File: src/rtl/prst_pkg.sv
// ----------------------------------------------------------------------------
// prst_pkg
// Shared types and constants for the priority-sorted rule table.
// ----------------------------------------------------------------------------
package prst_pkg;

  localparam int ID_W    = 14;
  localparam int PRIO_W  = 16;
  localparam int IP_W    = 32;
  localparam int OPT_W   = 40;
  localparam int SLOT_W  = 6;
  localparam int COUNT_W = 7;

  typedef enum logic [1:0] {
    KIND_INSERT = 2'd0,
    KIND_DELETE = 2'd1,
    KIND_UPDATE = 2'd2,
    KIND_READ   = 2'd3
  } kind_t;

  typedef enum logic [1:0] {
    STAT_OK        = 2'd0,
    STAT_NOT_FOUND = 2'd1,
    STAT_FULL      = 2'd2,
    STAT_EMPTY     = 2'd3
  } status_t;

  typedef enum logic [2:0] {
    ST_IDLE,
    ST_SCAN,
    ST_SHIFT,
    ST_PUT,
    ST_FETCH,
    ST_DONE
  } state_t;

  typedef struct packed {
    logic [ID_W-1:0]   id;
    logic [PRIO_W-1:0] prio;
    logic [IP_W-1:0]   src_addr;
    logic [IP_W-1:0]   src_mask;
    logic [IP_W-1:0]   dst_addr;
    logic [IP_W-1:0]   dst_mask;
    logic [OPT_W-1:0]  options;
  } rule_t;

endpackage

File: src/rtl/prst_if.sv
// ----------------------------------------------------------------------------
// prst_if
// Request and response channels of the rule table (valid/ready).
// ----------------------------------------------------------------------------
interface prst_req_if;
  logic                        valid;
  logic                        ready;
  logic [1:0]                  kind;
  logic [prst_pkg::ID_W-1:0]   target_id;
  logic [prst_pkg::ID_W-1:0]   new_id;
  logic [prst_pkg::PRIO_W-1:0] rule_priority;
  logic [prst_pkg::IP_W-1:0]   src_address;
  logic [prst_pkg::IP_W-1:0]   src_netmask;
  logic [prst_pkg::IP_W-1:0]   dst_address;
  logic [prst_pkg::IP_W-1:0]   dst_netmask;
  logic [prst_pkg::OPT_W-1:0]  rule_options;
  logic [prst_pkg::SLOT_W-1:0] read_slot;

  modport source (
    output valid, kind, target_id, new_id, rule_priority, src_address,
           src_netmask, dst_address, dst_netmask, rule_options, read_slot,
    input  ready
  );
  modport sink (
    input  valid, kind, target_id, new_id, rule_priority, src_address,
           src_netmask, dst_address, dst_netmask, rule_options, read_slot,
    output ready
  );
endinterface

interface prst_rsp_if;
  logic                         valid;
  logic                         ready;
  logic [1:0]                   status;
  logic                         entry_valid;
  logic [prst_pkg::ID_W-1:0]    out_id;
  logic [prst_pkg::PRIO_W-1:0]  out_priority;
  logic [prst_pkg::IP_W-1:0]    out_src_address;
  logic [prst_pkg::IP_W-1:0]    out_src_netmask;
  logic [prst_pkg::IP_W-1:0]    out_dst_address;
  logic [prst_pkg::IP_W-1:0]    out_dst_netmask;
  logic [prst_pkg::OPT_W-1:0]   out_options;
  logic [prst_pkg::COUNT_W-1:0] rule_count;

  modport source (
    output valid, status, entry_valid, out_id, out_priority, out_src_address,
           out_src_netmask, out_dst_address, out_dst_netmask, out_options,
           rule_count,
    input  ready
  );
  modport sink (
    input  valid, status, entry_valid, out_id, out_priority, out_src_address,
           out_src_netmask, out_dst_address, out_dst_netmask, out_options,
           rule_count,
    output ready
  );
endinterface

File: src/rtl/prst_seq.sv
// ----------------------------------------------------------------------------
// prst_seq
// Request sequencer: scans, shifts and writes the rule memory, holds the
// rule count and the response register.
// ----------------------------------------------------------------------------
module prst_seq #(
  parameter int TABLE_DEPTH = 64,
  parameter int AW          = $clog2(TABLE_DEPTH),
  parameter int CW          = $clog2(TABLE_DEPTH + 1)
) (
  input  logic             clk,
  input  logic             rst_n,
  prst_req_if.sink         req,
  prst_rsp_if.source       rsp,
  output logic             mem_wr_en,
  output logic [AW-1:0]    mem_wr_addr,
  output prst_pkg::rule_t  mem_wr_rule,
  output logic             mem_rd_en,
  output logic [AW-1:0]    mem_rd_addr,
  input  prst_pkg::rule_t  mem_rd_rule
);

  localparam int XW = (CW > prst_pkg::SLOT_W) ? CW : prst_pkg::SLOT_W;
  localparam logic [CW-1:0] DEPTH_C = CW'(TABLE_DEPTH);

  prst_pkg::state_t  state_r, state_nxt;
  prst_pkg::kind_t   kind_r, kind_nxt;
  logic [prst_pkg::ID_W-1:0] target_r, target_nxt;
  prst_pkg::rule_t   new_r, new_nxt;
  prst_pkg::rule_t   res_r, res_nxt;
  prst_pkg::status_t status_r, status_nxt;
  logic [CW-1:0]     cnt_r, cnt_nxt;
  logic [CW-1:0]     idx_r, idx_nxt;
  logic [CW-1:0]     pos_r, pos_nxt;
  logic [CW-1:0]     ra_r, ra_nxt;
  logic              rv_r, rv_nxt;

  logic              out_valid_r, out_valid_nxt;
  prst_pkg::status_t out_status_r, out_status_nxt;
  logic              out_ev_r, out_ev_nxt;
  prst_pkg::rule_t   out_rule_r, out_rule_nxt;
  logic [prst_pkg::COUNT_W-1:0] out_cnt_r, out_cnt_nxt;

  logic              accept;
  prst_pkg::kind_t   in_kind;
  logic [XW-1:0]     slot_x;
  logic              slot_empty;
  logic              table_full;
  logic              hit;
  logic              scan_more;
  logic              scan_miss;
  logic              out_free;
  logic [CW-1:0]     rd_idx;
  logic [CW-1:0]     wr_idx;

  assign req.ready  = (state_r == prst_pkg::ST_IDLE);
  assign accept     = req.valid && req.ready;
  assign in_kind    = prst_pkg::kind_t'(req.kind);
  assign slot_x     = XW'(req.read_slot);
  assign slot_empty = slot_x >= XW'(cnt_r);
  assign table_full = (cnt_r == DEPTH_C);
  assign hit        = rv_r && ((kind_r == prst_pkg::KIND_INSERT) ?
                               (mem_rd_rule.prio > new_r.prio) :
                               (mem_rd_rule.id == target_r));
  assign scan_more  = !hit && (idx_r < cnt_r);
  assign scan_miss  = !rv_r && !(idx_r < cnt_r);
  assign out_free   = !out_valid_r || rsp.ready;

  assign mem_rd_addr = rd_idx[AW-1:0];
  assign mem_wr_addr = wr_idx[AW-1:0];

  // next state
  always_comb begin
    state_nxt = state_r;
    case (state_r)
      prst_pkg::ST_IDLE: begin
        if (accept) begin
          case (in_kind)
            prst_pkg::KIND_INSERT: state_nxt = table_full ? prst_pkg::ST_DONE
                                                          : prst_pkg::ST_SCAN;
            prst_pkg::KIND_READ:   state_nxt = slot_empty ? prst_pkg::ST_DONE
                                                          : prst_pkg::ST_FETCH;
            default:               state_nxt = prst_pkg::ST_SCAN;
          endcase
        end
      end
      prst_pkg::ST_SCAN: begin
        if (hit) begin
          state_nxt = (kind_r == prst_pkg::KIND_UPDATE) ? prst_pkg::ST_PUT
                                                        : prst_pkg::ST_SHIFT;
        end else if (scan_miss) begin
          state_nxt = (kind_r == prst_pkg::KIND_INSERT) ? prst_pkg::ST_SHIFT
                                                        : prst_pkg::ST_DONE;
        end
      end
      prst_pkg::ST_SHIFT: begin
        if (kind_r == prst_pkg::KIND_INSERT) begin
          if (idx_r == pos_r) state_nxt = prst_pkg::ST_PUT;
        end else begin
          if (idx_r == cnt_r) state_nxt = prst_pkg::ST_DONE;
        end
      end
      prst_pkg::ST_PUT:   state_nxt = prst_pkg::ST_DONE;
      prst_pkg::ST_FETCH: state_nxt = prst_pkg::ST_DONE;
      prst_pkg::ST_DONE: begin
        if (out_free) state_nxt = prst_pkg::ST_IDLE;
      end
      default: state_nxt = prst_pkg::ST_IDLE;
    endcase
  end

  // datapath and memory control
  always_comb begin
    kind_nxt       = kind_r;
    target_nxt     = target_r;
    new_nxt        = new_r;
    res_nxt        = res_r;
    status_nxt     = status_r;
    cnt_nxt        = cnt_r;
    idx_nxt        = idx_r;
    pos_nxt        = pos_r;
    mem_rd_en      = 1'b0;
    rd_idx         = idx_r;
    mem_wr_en      = 1'b0;
    wr_idx         = pos_r;
    mem_wr_rule    = new_r;
    out_valid_nxt  = out_valid_r && !rsp.ready;
    out_status_nxt = out_status_r;
    out_ev_nxt     = out_ev_r;
    out_rule_nxt   = out_rule_r;
    out_cnt_nxt    = out_cnt_r;

    case (state_r)
      prst_pkg::ST_IDLE: begin
        if (accept) begin
          kind_nxt         = in_kind;
          target_nxt       = req.target_id;
          new_nxt.id       = req.new_id;
          new_nxt.prio     = req.rule_priority;
          new_nxt.src_addr = req.src_address;
          new_nxt.src_mask = req.src_netmask;
          new_nxt.dst_addr = req.dst_address;
          new_nxt.dst_mask = req.dst_netmask;
          new_nxt.options  = req.rule_options;
          idx_nxt          = '0;
          status_nxt       = prst_pkg::STAT_OK;
          if (in_kind == prst_pkg::KIND_INSERT && table_full) begin
            status_nxt = prst_pkg::STAT_FULL;
          end
          if (in_kind == prst_pkg::KIND_READ) begin
            if (slot_empty) begin
              status_nxt = prst_pkg::STAT_EMPTY;
            end else begin
              mem_rd_en = 1'b1;
              rd_idx    = CW'(slot_x);
            end
          end
        end
      end
      prst_pkg::ST_SCAN: begin
        if (scan_more) begin
          mem_rd_en = 1'b1;
          rd_idx    = idx_r;
          idx_nxt   = idx_r + 1'b1;
        end
        if (hit) begin
          pos_nxt = ra_r;
          if (kind_r == prst_pkg::KIND_INSERT) begin
            idx_nxt = cnt_r;
          end else begin
            idx_nxt = ra_r + 1'b1;
          end
        end else if (scan_miss) begin
          if (kind_r == prst_pkg::KIND_INSERT) begin
            pos_nxt = cnt_r;
            idx_nxt = cnt_r;
          end else begin
            status_nxt = prst_pkg::STAT_NOT_FOUND;
          end
        end
      end
      prst_pkg::ST_SHIFT: begin
        mem_wr_rule = mem_rd_rule;
        mem_wr_en   = rv_r;
        if (kind_r == prst_pkg::KIND_INSERT) begin
          wr_idx = ra_r + 1'b1;
          if (idx_r != pos_r) begin
            mem_rd_en = 1'b1;
            rd_idx    = idx_r - 1'b1;
            idx_nxt   = idx_r - 1'b1;
          end
        end else begin
          wr_idx = ra_r - 1'b1;
          if (idx_r != cnt_r) begin
            mem_rd_en = 1'b1;
            rd_idx    = idx_r;
            idx_nxt   = idx_r + 1'b1;
          end else begin
            cnt_nxt = cnt_r - 1'b1;
          end
        end
      end
      prst_pkg::ST_PUT: begin
        mem_wr_en = 1'b1;
        wr_idx    = pos_r;
        if (kind_r == prst_pkg::KIND_INSERT) begin
          cnt_nxt = cnt_r + 1'b1;
        end
      end
      prst_pkg::ST_FETCH: begin
        res_nxt = mem_rd_rule;
      end
      prst_pkg::ST_DONE: begin
        if (out_free) begin
          out_valid_nxt  = 1'b1;
          out_status_nxt = status_r;
          out_ev_nxt     = (kind_r == prst_pkg::KIND_READ) &&
                           (status_r == prst_pkg::STAT_OK);
          out_rule_nxt   = out_ev_nxt ? res_r : '0;
          out_cnt_nxt    = prst_pkg::COUNT_W'(cnt_r);
        end
      end
      default: ;
    endcase
  end

  assign rv_nxt = mem_rd_en;
  assign ra_nxt = rd_idx;

  always_ff @(posedge clk) begin
    if (!rst_n) begin
      state_r     <= prst_pkg::ST_IDLE;
      cnt_r       <= '0;
      rv_r        <= 1'b0;
      out_valid_r <= 1'b0;
    end else begin
      state_r     <= state_nxt;
      cnt_r       <= cnt_nxt;
      rv_r        <= rv_nxt;
      out_valid_r <= out_valid_nxt;
    end
  end

  always_ff @(posedge clk) begin
    kind_r       <= kind_nxt;
    target_r     <= target_nxt;
    new_r        <= new_nxt;
    res_r        <= res_nxt;
    status_r     <= status_nxt;
    idx_r        <= idx_nxt;
    pos_r        <= pos_nxt;
    ra_r         <= ra_nxt;
    out_status_r <= out_status_nxt;
    out_ev_r     <= out_ev_nxt;
    out_rule_r   <= out_rule_nxt;
    out_cnt_r    <= out_cnt_nxt;
  end

  assign rsp.valid           = out_valid_r;
  assign rsp.status          = out_status_r;
  assign rsp.entry_valid     = out_ev_r;
  assign rsp.out_id          = out_rule_r.id;
  assign rsp.out_priority    = out_rule_r.prio;
  assign rsp.out_src_address = out_rule_r.src_addr;
  assign rsp.out_src_netmask = out_rule_r.src_mask;
  assign rsp.out_dst_address = out_rule_r.dst_addr;
  assign rsp.out_dst_netmask = out_rule_r.dst_mask;
  assign rsp.out_options     = out_rule_r.options;
  assign rsp.rule_count      = out_cnt_r;

endmodule

File: src/flat_wrapper.sv
// flat-port wrapper written by rule: the top's interface ports become plain ports
module prst_seq_flat 
#(
  parameter int TABLE_DEPTH = 64,
  parameter int AW          = $clog2(TABLE_DEPTH),
  parameter int CW          = $clog2(TABLE_DEPTH + 1)
)
  (clk, rst_n, mem_wr_en, mem_wr_addr, mem_wr_rule, mem_rd_en, mem_rd_addr, mem_rd_rule, req_valid, req_kind, req_target_id, req_new_id, req_rule_priority, req_src_address, req_src_netmask, req_dst_address, req_dst_netmask, req_rule_options, req_read_slot, req_ready, rsp_valid, rsp_status, rsp_entry_valid, rsp_out_id, rsp_out_priority, rsp_out_src_address, rsp_out_src_netmask, rsp_out_dst_address, rsp_out_dst_netmask, rsp_out_options, rsp_rule_count, rsp_ready);
  prst_req_if req_i ();
  prst_rsp_if rsp_i ();
  input  logic clk;
  input  logic rst_n;
  output logic mem_wr_en;
  output logic [AW-1:0] mem_wr_addr;
  output prst_pkg::rule_t mem_wr_rule;
  output logic mem_rd_en;
  output logic [AW-1:0] mem_rd_addr;
  input  prst_pkg::rule_t mem_rd_rule;
  input wire logic [$bits(req_i.valid)-1:0] req_valid;
  input wire logic [$bits(req_i.kind)-1:0] req_kind;
  input wire logic [$bits(req_i.target_id)-1:0] req_target_id;
  input wire logic [$bits(req_i.new_id)-1:0] req_new_id;
  input wire logic [$bits(req_i.rule_priority)-1:0] req_rule_priority;
  input wire logic [$bits(req_i.src_address)-1:0] req_src_address;
  input wire logic [$bits(req_i.src_netmask)-1:0] req_src_netmask;
  input wire logic [$bits(req_i.dst_address)-1:0] req_dst_address;
  input wire logic [$bits(req_i.dst_netmask)-1:0] req_dst_netmask;
  input wire logic [$bits(req_i.rule_options)-1:0] req_rule_options;
  input wire logic [$bits(req_i.read_slot)-1:0] req_read_slot;
  output wire logic [$bits(req_i.ready)-1:0] req_ready;
  output wire logic [$bits(rsp_i.valid)-1:0] rsp_valid;
  output wire logic [$bits(rsp_i.status)-1:0] rsp_status;
  output wire logic [$bits(rsp_i.entry_valid)-1:0] rsp_entry_valid;
  output wire logic [$bits(rsp_i.out_id)-1:0] rsp_out_id;
  output wire logic [$bits(rsp_i.out_priority)-1:0] rsp_out_priority;
  output wire logic [$bits(rsp_i.out_src_address)-1:0] rsp_out_src_address;
  output wire logic [$bits(rsp_i.out_src_netmask)-1:0] rsp_out_src_netmask;
  output wire logic [$bits(rsp_i.out_dst_address)-1:0] rsp_out_dst_address;
  output wire logic [$bits(rsp_i.out_dst_netmask)-1:0] rsp_out_dst_netmask;
  output wire logic [$bits(rsp_i.out_options)-1:0] rsp_out_options;
  output wire logic [$bits(rsp_i.rule_count)-1:0] rsp_rule_count;
  input wire logic [$bits(rsp_i.ready)-1:0] rsp_ready;
  assign req_i.valid = req_valid;
  assign req_i.kind = req_kind;
  assign req_i.target_id = req_target_id;
  assign req_i.new_id = req_new_id;
  assign req_i.rule_priority = req_rule_priority;
  assign req_i.src_address = req_src_address;
  assign req_i.src_netmask = req_src_netmask;
  assign req_i.dst_address = req_dst_address;
  assign req_i.dst_netmask = req_dst_netmask;
  assign req_i.rule_options = req_rule_options;
  assign req_i.read_slot = req_read_slot;
  assign req_ready = req_i.ready;
  assign rsp_valid = rsp_i.valid;
  assign rsp_status = rsp_i.status;
  assign rsp_entry_valid = rsp_i.entry_valid;
  assign rsp_out_id = rsp_i.out_id;
  assign rsp_out_priority = rsp_i.out_priority;
  assign rsp_out_src_address = rsp_i.out_src_address;
  assign rsp_out_src_netmask = rsp_i.out_src_netmask;
  assign rsp_out_dst_address = rsp_i.out_dst_address;
  assign rsp_out_dst_netmask = rsp_i.out_dst_netmask;
  assign rsp_out_options = rsp_i.out_options;
  assign rsp_rule_count = rsp_i.rule_count;
  assign rsp_i.ready = rsp_ready;
  prst_seq #(.TABLE_DEPTH(TABLE_DEPTH), .AW(AW), .CW(CW)) u_core (.clk(clk), .rst_n(rst_n), .req(req_i), .rsp(rsp_i), .mem_wr_en(mem_wr_en), .mem_wr_addr(mem_wr_addr), .mem_wr_rule(mem_wr_rule), .mem_rd_en(mem_rd_en), .mem_rd_addr(mem_rd_addr), .mem_rd_rule(mem_rd_rule));
endmodule
File: config.mk
export PLATFORM = sky130hd
export DESIGN_NAME = prst_seq_flat
export DESIGN_NICKNAME = d
export VERILOG_FILES = /design/src/rtl/prst_pkg.sv /design/src/rtl/prst_if.sv /design/src/rtl/prst_seq.sv /design/src/flat_wrapper.sv
export SDC_FILE = /design/constraint.sdc
export NUM_CORES = 1
export LEC_CHECK = 0
export BUFFER_PORTS_ARGS = -buffer_cell sky130_fd_sc_hd__buf_2
export CAP_MARGIN = 20
export CORE_AREA = 2 2 332 334
export CTS_CLUSTER_SIZE = 20
export DETAILED_ROUTE_END_ITERATION = 10
export DIE_AREA = 0 0 334 336
export MAX_ROUTING_LAYER = met4
export PLACE_DENSITY = 0.44
export SYNTH_ARGS = -nofsm -noshare
export SYNTH_HDL_FRONTEND = slang
export SYNTH_SLANG_ARGS = --single-unit
export TNS_END_PERCENT = 5
File: constraint.sdc
create_clock -name clk -period 41 [get_ports clk]
set_input_delay 4.1 -clock clk [delete_from_list [all_inputs] [get_ports clk]]
set_output_delay 4.1 -clock clk [all_outputs]
set_load 0.02 [all_outputs]
After elaboration in Yosys (flattened, before gate mapping)
Cells that the tools add are included.
{ "totals": {"regBits": 655, "inputBits": 422, "out_inout_bits": 422, "elab_cells": 157} }
{ "classes": {"add_sub_neg": 6, "n_lt_le_gt_ge": 3, "n_eq_ne": 26, "mux": 58, "n_reduce_logical": 30} }
{ "op_table": {"columns": ["operator", "count"], "rows": [
  ["$mux 198", 1],
  ["$mux 7", 19],
  ["$pmux 7 s2", 2],
  ["$mux 3", 9],
  ["$add 7x1->7 const B", 3],
  ["$pmux 7 s3", 1],
  ["$gt 16x16->1", 1],
  ["$pmux 3 s5", 1],
  ["$eq 14x14->1", 1],
  ["$eq 7x7->1", 2],
  ["$mux 2", 7],
  ["$ne 7x7->1", 2],
  ["$sub 7x1->7 const B", 2],
  ["$mux 1", 12],
  ["$mux 6", 2],
  ["$ne 2x2->1 const B", 5],
  ["$reduce_and 5->1", 2],
  ["$ne 3x1->1 const B", 3],
  ["$reduce_bool 2->1", 4],
  ["$eq 7x7->1 const B", 1],
  ["$ge 6x7->1", 1],
  ["$logic_and 1x1->1", 7],
  ["$lt 7x7->1", 1],
  ["$eq 2x2->1 const B", 3],
  ["other kinds (19)", 31]
]} }

Longest topological paths before layout
Gate-level depths: netlist (run 1).
{ "depth": {"depth_word": 10, "ltp_mapped": 11, "ltp_nobuf": 10} }

Worst setup path after synthesis (run 1)
Ideal clock, no wire load.
{ "synth_path": {"kind": "register to register", "startpoint": "register u_core.state_r[1]", "endpoint": "register u_core.res_r[0] (netlist name), enable pin", "arrival_ns": 14.103, "path_slack_ns": 25.899, "stages_incl_launch_ff": 4, "path_buffers": 2, "path_cell_list": "dfxtp_1 > buf_2 > clkbuf_1 > nor3_1"} }
{ "synth_between": {"elab_chain_cells": 1} }
{ "synth_lines": {"columns": ["element", "line_no", "rtl"], "rows": [
  ["from (decl)", "prst_seq.sv:26", "prst_pkg::state_t state_r, state_nxt;"],
  ["from (signal assigned)", "prst_seq.sv:232", "state_r <= prst_pkg::ST_IDLE;"],
  ["from (signal assigned)", "prst_seq.sv:237", "state_r <= state_nxt;"],
  ["$eq 3x3->1", "prst_seq.sv:133", "case (state_r)"],
  ["to (signal assigned)", "prst_seq.sv:248", "res_r <= res_nxt;"],
  ["to (decl)", "prst_seq.sv:30", "prst_pkg::rule_t res_r, res_nxt;"]
]} }
No other way between the ends.
A chain may end at the register's enable or synchronous reset.

Worst setup path after layout (run 1)
{ "layout_path": {"startpoint": "input mem_rd_rule[179] (netlist name)", "endpoint": "output mem_rd_en"} }
{ "layout_between": {"elab_chain_cells": 7} }
{ "layout_lines": {"columns": ["element", "line_no", "rtl"], "rows": [
  ["from (decl)", "flat_wrapper.sv:18", "input prst_pkg::rule_t mem_rd_rule;"],
  ["$gt 16x16->1", "prst_seq.sv:63", "(mem_rd_rule.prio > new_r.prio) :"],
  ["$mux 1", "prst_seq.sv:62", "assign hit = rv_r && ((kind_r == prst_pkg::KIND_INSERT) ?"],
  ["$logic_and 1x1->1", "prst_seq.sv:62", null],
  ["$logic_not 1->1", "prst_seq.sv:65", "assign scan_more = !hit && (idx_r < cnt_r);"],
  ["$logic_and 1x1->1", "prst_seq.sv:65", null],
  ["$mux 1", "prst_seq.sv:161", "if (scan_more) begin"],
  ["$pmux 1 s3", "prst_seq.sv:133", null],
  ["to (decl)", "flat_wrapper.sv:16", "output logic mem_rd_en;"]
]} }
No other way between the ends.

==> key figures, run 1 <==
Outcome
  • Status: complete, no violations

Finish
  • Layout Nets: 3263
  • Most frequent cells in the layout: 843 x buf_2, 636 x edfxtp_1, 605 x nand2_1
  • Number of fill cells in the layout: 11100
  • Area grow syn2layout: 31.6%
  • Sequential Area: 0.0195 mm2
  • Share of cells above drive strength 1: 34.9%
  • Multi-input logic area: 0.00618 mm2
  • Commonest non-fill, non-tap cell in the layout: buf_2

Yosys
  • FF+latch count, synth: 655
  • Yosys cell types: 68
  • Syn Nets: 2414
  • Cells after synthesis: 1951
  • Biggest area consumer among synthesized cells: edfxtp_1
  • Share of Yosys cell area claimed by the top area cell type: 72.9%
  • Post-synth EDFFs: 636
  • Seq/Total Area, Yosys: 74.4%
  • Share of flip-flops with an asynchronous set or reset: 0%
  • Average size of a mapped cell: 13.4 um2
  • Ys Warns: 0
  • Leading register cell type out of synthesis: edfxtp_1
  • Mapped Area: 0.0262 mm2
  • Synth top area cells: edfxtp_1 73%, nand2_1 8.7%, and2_1 4.9%, ha_1 1.9%, dfxtp_1 1.5%

Power and ir drop
  • Power per Cell Area: 63.9 mW/mm2
  • P_leak: 14.2 nW
  • Peak supply drop: 0.0407 mV

Timing
  • Final Cycle Share: 25.8%
  • RSZ-0062 raised after global routing: no
  • WHS: 0.488 ns
  • Final setup fails: 0
  • Worst Tran Pin Value: 1.07 ns
  • Worst slew margin: 28.9%
  • Skew final: 0.0234 ns
  • Total negative slack: 0 ns
  • Max-slew violations: 0
  • Final period demand of the worst path: 10.56 ns
  • Fin. Hold Viols: 0
  • Fmax: 0.0947 GHz

Routing
  • First DRT Iteration DRCs: 1066
  • Total Wirelength: 90.7 mm
  • Routed WL per cell: 21.2 um
  • DRT Pass-1 Iters: 5
  • DR DRC count: 0
  • Vias per inst: 4.18
  • Vias post-DR: 17900
  • Antenna viol nets, final: 0

Global route
  • Met2 Usage GRT: 27.4%
  • Gr busiest metal: met2
  • Initial antenna violation count: 7
  • Largest net degree at the start of global routing: 141
  • Met1 global-route usage: 18.9%
  • Grt ovf: 0
  • Met3 usage: 3.78%
  • Overall Global Routing Usage: 16.1%
  • Global-route wire length before repair: 127 mm
  • Vias in the first global route: 17500

Die
  • Initial Util: 24.2%
  • Die X: 334 um
  • Core area: 0.108 mm2
  • I/O Pins: 844
  • Die Y: 336 um
  • Die area: 0.112 mm2
  • Core Rows: 121

Worst hold path
  • Worst Hold Class: reg2reg

Critical path
  • Startpoint types: primary input
  • Crit path top cell by count: buf_2
  • Worst-path cell chain: buf_2, ha_1, nand4_1, or3_1, a21o_1, a31oi_4, o21ai_4, a311o_1, buf_2
  • Crit path DAT: 6.46 ns
  • Worst EP required: 36.90 ns
  • Worst stage delay on the critical path: 0.43 ns
  • Worst Setup End Kind: output pin
  • Critical Path Fanout Max: 17
  • Crit-path slowest cell: or3_1
  • Setup CP Type: in2out

Clocking
  • H-tree levels: 3
  • CTS root buffer: clkbuf_16
  • Post-CTS Setup Inserts: 0
  • CTS Hold Buffers Added: 0
  • Worst-path clk slew: 0.06 ns
  • Post_cts resized: 0
  • CTS buffer count: 78
  • # clock sinks: 655
  • Skew-Pair Late Insertion Delay: 0.65 ns
  • Clock buffer depth: 3
  • CTS tree: built

Run
  • Max Cap Violations: 0

Place
  • Port Buffers: 843
  • Placed wire-length estimate: 66.6 mm
  • GPL Wtd Cong: 0.837
-- stage by stage --
step / total power, mW / instance area [um2] / util [%] / setup slack (ns) / instances
2_1_floorplan: 1.35 / 26200 / - / 25.90 / 1951
3_3_place_gp: 1.55 / 32000 / 29.5 / 30.40 / 4134
3_5_place_dp: 1.55 / 32000 / 29.5 / 30.37 / 4134
4_1_cts: 2.24 / 34500 / 31.8 / 30.35 / 4274
5_1_grt: 2.32 / 34500 / 31.8 / 30.28 / 4278
6_report: 2.20 / 34500 / 31.8 / 30.44 / 4281
-- critical path, delay by kind of cell --
| kind | cells | cell delay [ns] |
|---|---|---|
| AND/OR/NAND/NOR | 2 | 0.68 |
| buffers and inverters | 2 | 0.30 |
| adder cells (fa/ha/maj) | 1 | 0.31 |
| AO/OA/AOI/OAI | 4 | 1.06 |
-- routing by layer --
layer,up-vias,wire length [um]
li1,8527,-
met1,8602,36800
met2,643,45900
met3,114,6040
met4,0,2000
met5,-,0
-- path summary, 6_finish.rpt --
kind,start,endpoint,slack (ns),cells after the start
max,mem_rd_rule[179],mem_rd_en,30.44,9
min,u_core.status_r[1]$_SDFFCE_PP0P_,u_core.rsp.status[1]$_DFFE_PP_,0.49,0
max reg2reg,u_core.state_r[1]$_SDFFE_PN0P_,u_core.new_r[117]$_DFFE_PP_,37.30,4
min reg2reg,u_core.status_r[1]$_SDFFCE_PP0P_,u_core.rsp.status[1]$_DFFE_PP_,0.49,0
-- synth_stat cells (all sizes together), types with 8 or more instances --
| master | count |
|---|---|
| edfxtp | 636 |
| nand2 | 606 |
| nor4 | 8 |
| clkbuf | 63 |
| ha | 40 |
| dfxtp | 19 |
| nor3 | 11 |
| inv | 39 |
| buf | 34 |
| xor2 | 28 |
| a21oi | 34 |
| nor2 | 33 |
| nand3 | 16 |
| nand4 | 11 |
| mux2i | 10 |
| and2 | 205 |
| xnor2 | 14 |
| o21ai | 47 |
-- area by class of cell --
| class | instances | area share (%) |
|---|---|---|
| Inverter | 40 | 0.436 |
| Tap cell | 1414 | 5.13 |
| Clock inverter | 42 | 1.17 |
| Multi-Input combinational cell | 1159 | 17.9 |
| Sequential cell | 655 | 56.5 |
| Antenna cell | 7 | 0.0508 |
| Timing Repair Buffer | 866 | 12.8 |
| Clock buffer | 98 | 6.02 |
-- where the power goes --
part           total [mW]  switching (mW)  internal [mW]  leakage, nW
Sequential          0.968          0.0558          0.912         6.08
Clock               0.677           0.284          0.393         1.20
Combinational       0.557           0.397          0.160         6.91
-- state kept, by name, indices dropped and copies added, names as in the netlist, 3 cells and up --
signal                      count
u_core.idx_r                    7
u_core.ra_r                     7
u_core.rsp.out_dst_netmask     32
u_core.rsp.out_src_address     32
u_core.rsp.out_options         40
u_core.new_r                  198
u_core.rsp.out_id              14
u_core.rsp.rule_count           7
u_core.pos_r                    7
u_core.rsp.out_priority        16
u_core.rsp.out_dst_address     32
u_core.rsp.out_src_netmask     32
u_core.target_r                14
u_core.res_r                  198
u_core.cnt_r                    7
u_core.state_r                  3
-- cell families (layout without fill, tap and decap cells) --
kind of cell	count (synthesis)	after routing	share of synthesized area (%)
AND/OR/NAND/NOR	919	919	15.8
flip-flops	655	655	74.4
AO/OA/AOI/OAI	141	141	3.63
buffers and inverters	137	1046	2.19
XOR/XNOR	42	42	1.40
adder cells (fa/ha/maj)	41	41	1.99
multiplexers	16	16	0.640
other	0	7	0
No activity file was read; power rests on OpenSTA's default activity.
==> run 2, diff against run 1 <==
==> constraint.sdc (replaced) <==
create_clock -name clk -period 9.8 [get_ports clk]
set_input_delay 0.98 -clock clk [delete_from_list [all_inputs] [get_ports clk]]
set_output_delay 0.98 -clock clk [all_outputs]
set_load 0.02 [all_outputs]
==> run 2 against run 1 <==
Against the previous run:
- non-clock buffer count decreased by 2
- combinational power increased to 4.2 times the previous value
- sequential power increased to 4.2 times the previous value
- critical path type is now reg2out
==> key figures, run 2 (synthesis results as in run 1) <==
Global route
  • Global-route wire length before repair: 127 mm (+0.21%)
  • Initial antenna violation count: 12 (+5)
  • Largest net degree at the start of global routing: 133 (-5.7%)
  • Overall Global Routing Usage: 16.2% (+0.11 points)
  • Vias in the first global route: 17700 (+1.4%)
  • Grt ovf: 0 (unchanged)

Clocking
  • Post-CTS Setup Inserts: 0 (unchanged)
  • Skew-Pair Late Insertion Delay: 0.63 ns (-0.02 ns)
  • Worst-path clk slew: 0.06 ns (about the same)
  • Clock buffer depth: 3 (unchanged)
  • CTS buffer count: 79 (+1.3%)
  • H-tree levels: 3 (unchanged)
  • Post_cts resized: 0 (unchanged)
  • CTS Hold Buffers Added: 0 (unchanged)
  • CTS tree: built
  • # clock sinks: 655 (unchanged)
  • CTS root buffer: clkbuf_16

Timing
  • Final period demand of the worst path: 5.09 ns
  • Final setup fails: 0 (unchanged)
  • Worst Tran Pin Value: 1.02 ns (-0.0505 ns)
  • RSZ-0062 raised after global routing: no
  • Fin. Hold Viols: 0 (unchanged)
  • Worst slew margin: 32.3% (+3.4 points)
  • Final Cycle Share: 52.0%
  • Max-slew violations: 0 (unchanged)
  • Skew final: 0.0222 ns (-0.00119 ns)
  • WHS: 0.500 ns (+0.0116 ns)
  • Fmax: 0.196 GHz

Finish
  • Number of fill cells in the layout: 11100 (-0.14%)
  • Area grow syn2layout: 31.9%
  • Final Non-Filler Cells: 4286 (+0.12%)
  • Non-Filler Cell Area, Final: 0.0345 mm2 (+0.20%)
  • Share of cells above drive strength 1: 34.8% (-0.094 points)
  • Final design utilization: 31.9% (+0.063 points)
  • Commonest non-fill, non-tap cell in the layout: buf_2
  • Layout Nets: 3262 (-0.031%)
  • Most frequent cells in the layout: 843 x buf_2, 636 x edfxtp_1, 605 x nand2_1

Die
  • Initial Util: 24.2% (unchanged)
  • I/O Pins: 844 (unchanged)
  • Die Y: 336 um (unchanged)
  • Core Rows: 121 (unchanged)
  • Core area: 0.108 mm2 (unchanged)
  • Die X: 334 um (unchanged)
  • Die area: 0.112 mm2 (unchanged)

Critical path
  • Worst stage delay on the critical path: 0.80 ns (+0.37 ns)
  • CP startpoint: u_core.state_r[1]$_SDFFE_PN0P_
  • Crit path DAT: 4.11 ns (-2.35 ns)
  • Critical Path Fanout Max: 73 (+56)
  • Crit path top cell by count: nand2_1
  • Startpoint types: flop
  • Worst Setup End Kind: output pin
  • Worst EP required: 8.82 ns (-28.08 ns)
  • Worst-path cell chain: nor2b_1, and2_4, buf_4, nand2_1, nand2_1, buf_2
  • Crit-path slowest cell: buf_4
  • Setup CP Type: reg2out
  • R2R Path Start: u_core.state_r[1]$_SDFFE_PN0P_

Place
  • Placed cell area: 0.0320 mm2 (about the same)
  • Port Buffers: 843 (unchanged)
  • Dpl cells: 4132 (-0.048%)
  • Placed wire-length estimate: 67.2 mm (+0.87%)
  • GPL Wtd Cong: 0.837 (about the same)

Routing
  • Antenna viol nets, final: 0 (unchanged)
  • Top Metal Used: met4
  • Vias post-DR: 17900 (+0.31%)
  • First DRT Iteration DRCs: 989 (-7.2%)
  • Vias per inst: 4.19 (+0.19%)
  • Met1 wire length: 36.7 mm (-0.27%)
  • DRT Pass-1 Iters: 6 (+1)
  • Routed WL per cell: 21.2 um (about the same)
  • Total Wirelength: 90.9 mm (+0.18%)
  • Routed wl met2: 44.7 mm (-2.5%)
  • DR DRC count: 0 (unchanged)
  • Met3 wire len: 5.98 mm (-0.94%)

Worst hold path
  • Min-delay src: u_core.status_r[0]$_SDFFCE_PP1P_
  • Worst Hold Class: reg2reg

Power and ir drop
  • Sw Ratio: 33.4% (-0.10 points)
  • Power per Cell Area: 268 mW/mm2 (+320%)
  • Peak supply drop: 0.173 mV (+320%)
  • Total power: 9.26 mW (+320%)
  • P_sw: 3.09 mW (+320%)
  • Clock share of power: 31.1% (+0.4 points)
  • Register share of total power: 43.6% (-0.4 points)
  • P_leak: 14.2 nW (+0.19%)
  • Pint: 6.17 mW (+320%)
  • Comb pwr share: 25.3% (about the same)

Outcome
  • Status: complete, no violations

Run
  • Max Cap Violations: 0 (unchanged)
-- run 2: cell count changes in the layout (fill, tap and decap cells not counted), moves of 2 or more --
cell / change
clkinv_4: +2
buf_4: -4
clkinvlp_4: -3
clkinv_8: +2
bufinv_16: +2
clkinv_1: +4
diode_2: +3
buf_12: +2
clkbuf_8: -4
-- run 2: path summary, 6_finish.rpt --
kind,cells after the start,slack (ns),end
hold reg to reg,0,0.50,u_core.rsp.status[0]$_DFFE_PP_
setup reg to reg,4,5.99,u_core.new_r[66]$_DFFE_PP_
hold / removal,0,0.50,u_core.rsp.status[0]$_DFFE_PP_
setup / recovery,6,4.71,mem_wr_rule[138]
-- run 2: worst max-delay path, delay by kind of cell (launching register included) --
kind / cells / cell delay, ns
and+or+nand+nor: 4 / 1.59
buffers and inverters: 2 / 1.02
DFF: 1 / 0.72
-- run 2: layout make-up --
class / count / area [um2] / share of cell area [%]
clock inverter: 49 / 478 / 1.38
tap: 1414 / 1770 / 5.12
inverter: 40 / 150 / 0.435
sequential: 655 / 19500 / 56.4
timing repair buffer: 864 / 4410 / 12.8
multi-input combinational: 1159 / 6180 / 17.9
clock buffer: 95 / 2050 / 5.93
antenna: 10 / 25.0 / 0.0724
-- run 2: stage by stage --
| stage | setup TNS, ns | setup slack, ns |
|---|---|---|
| CTS | 0 | 4.68 |
| floorplan | -258.33 | -1.24 |
| detailed placement | 0 | 5.40 |
| finish | 0 | 4.71 |
| global placement | 0 | 5.43 |
| global route | 0 | 4.41 |
-- run 2: power groups by stage --
stage / clock, mW / combinational, mW / sequential (mW)
3_5_place_dp: 0 / 2.40 / 4.09
6_report: 2.88 / 2.35 / 4.04
3_3_place_gp: 0 / 2.40 / 4.08
5_1_grt: 3.08 / 2.57 / 4.09
2_1_floorplan: 0 / 1.36 / 4.26
4_1_cts: 2.98 / 2.40 / 4.04
-- run 2: metal layers --
layer / global-route usage [%] / vias to the layer above
li1: - / 8517
met1: 18.8 / 8634
met2: 26.9 / 634
met3: 4.24 / 156
met4: 6.11 / 0
met5: - / -
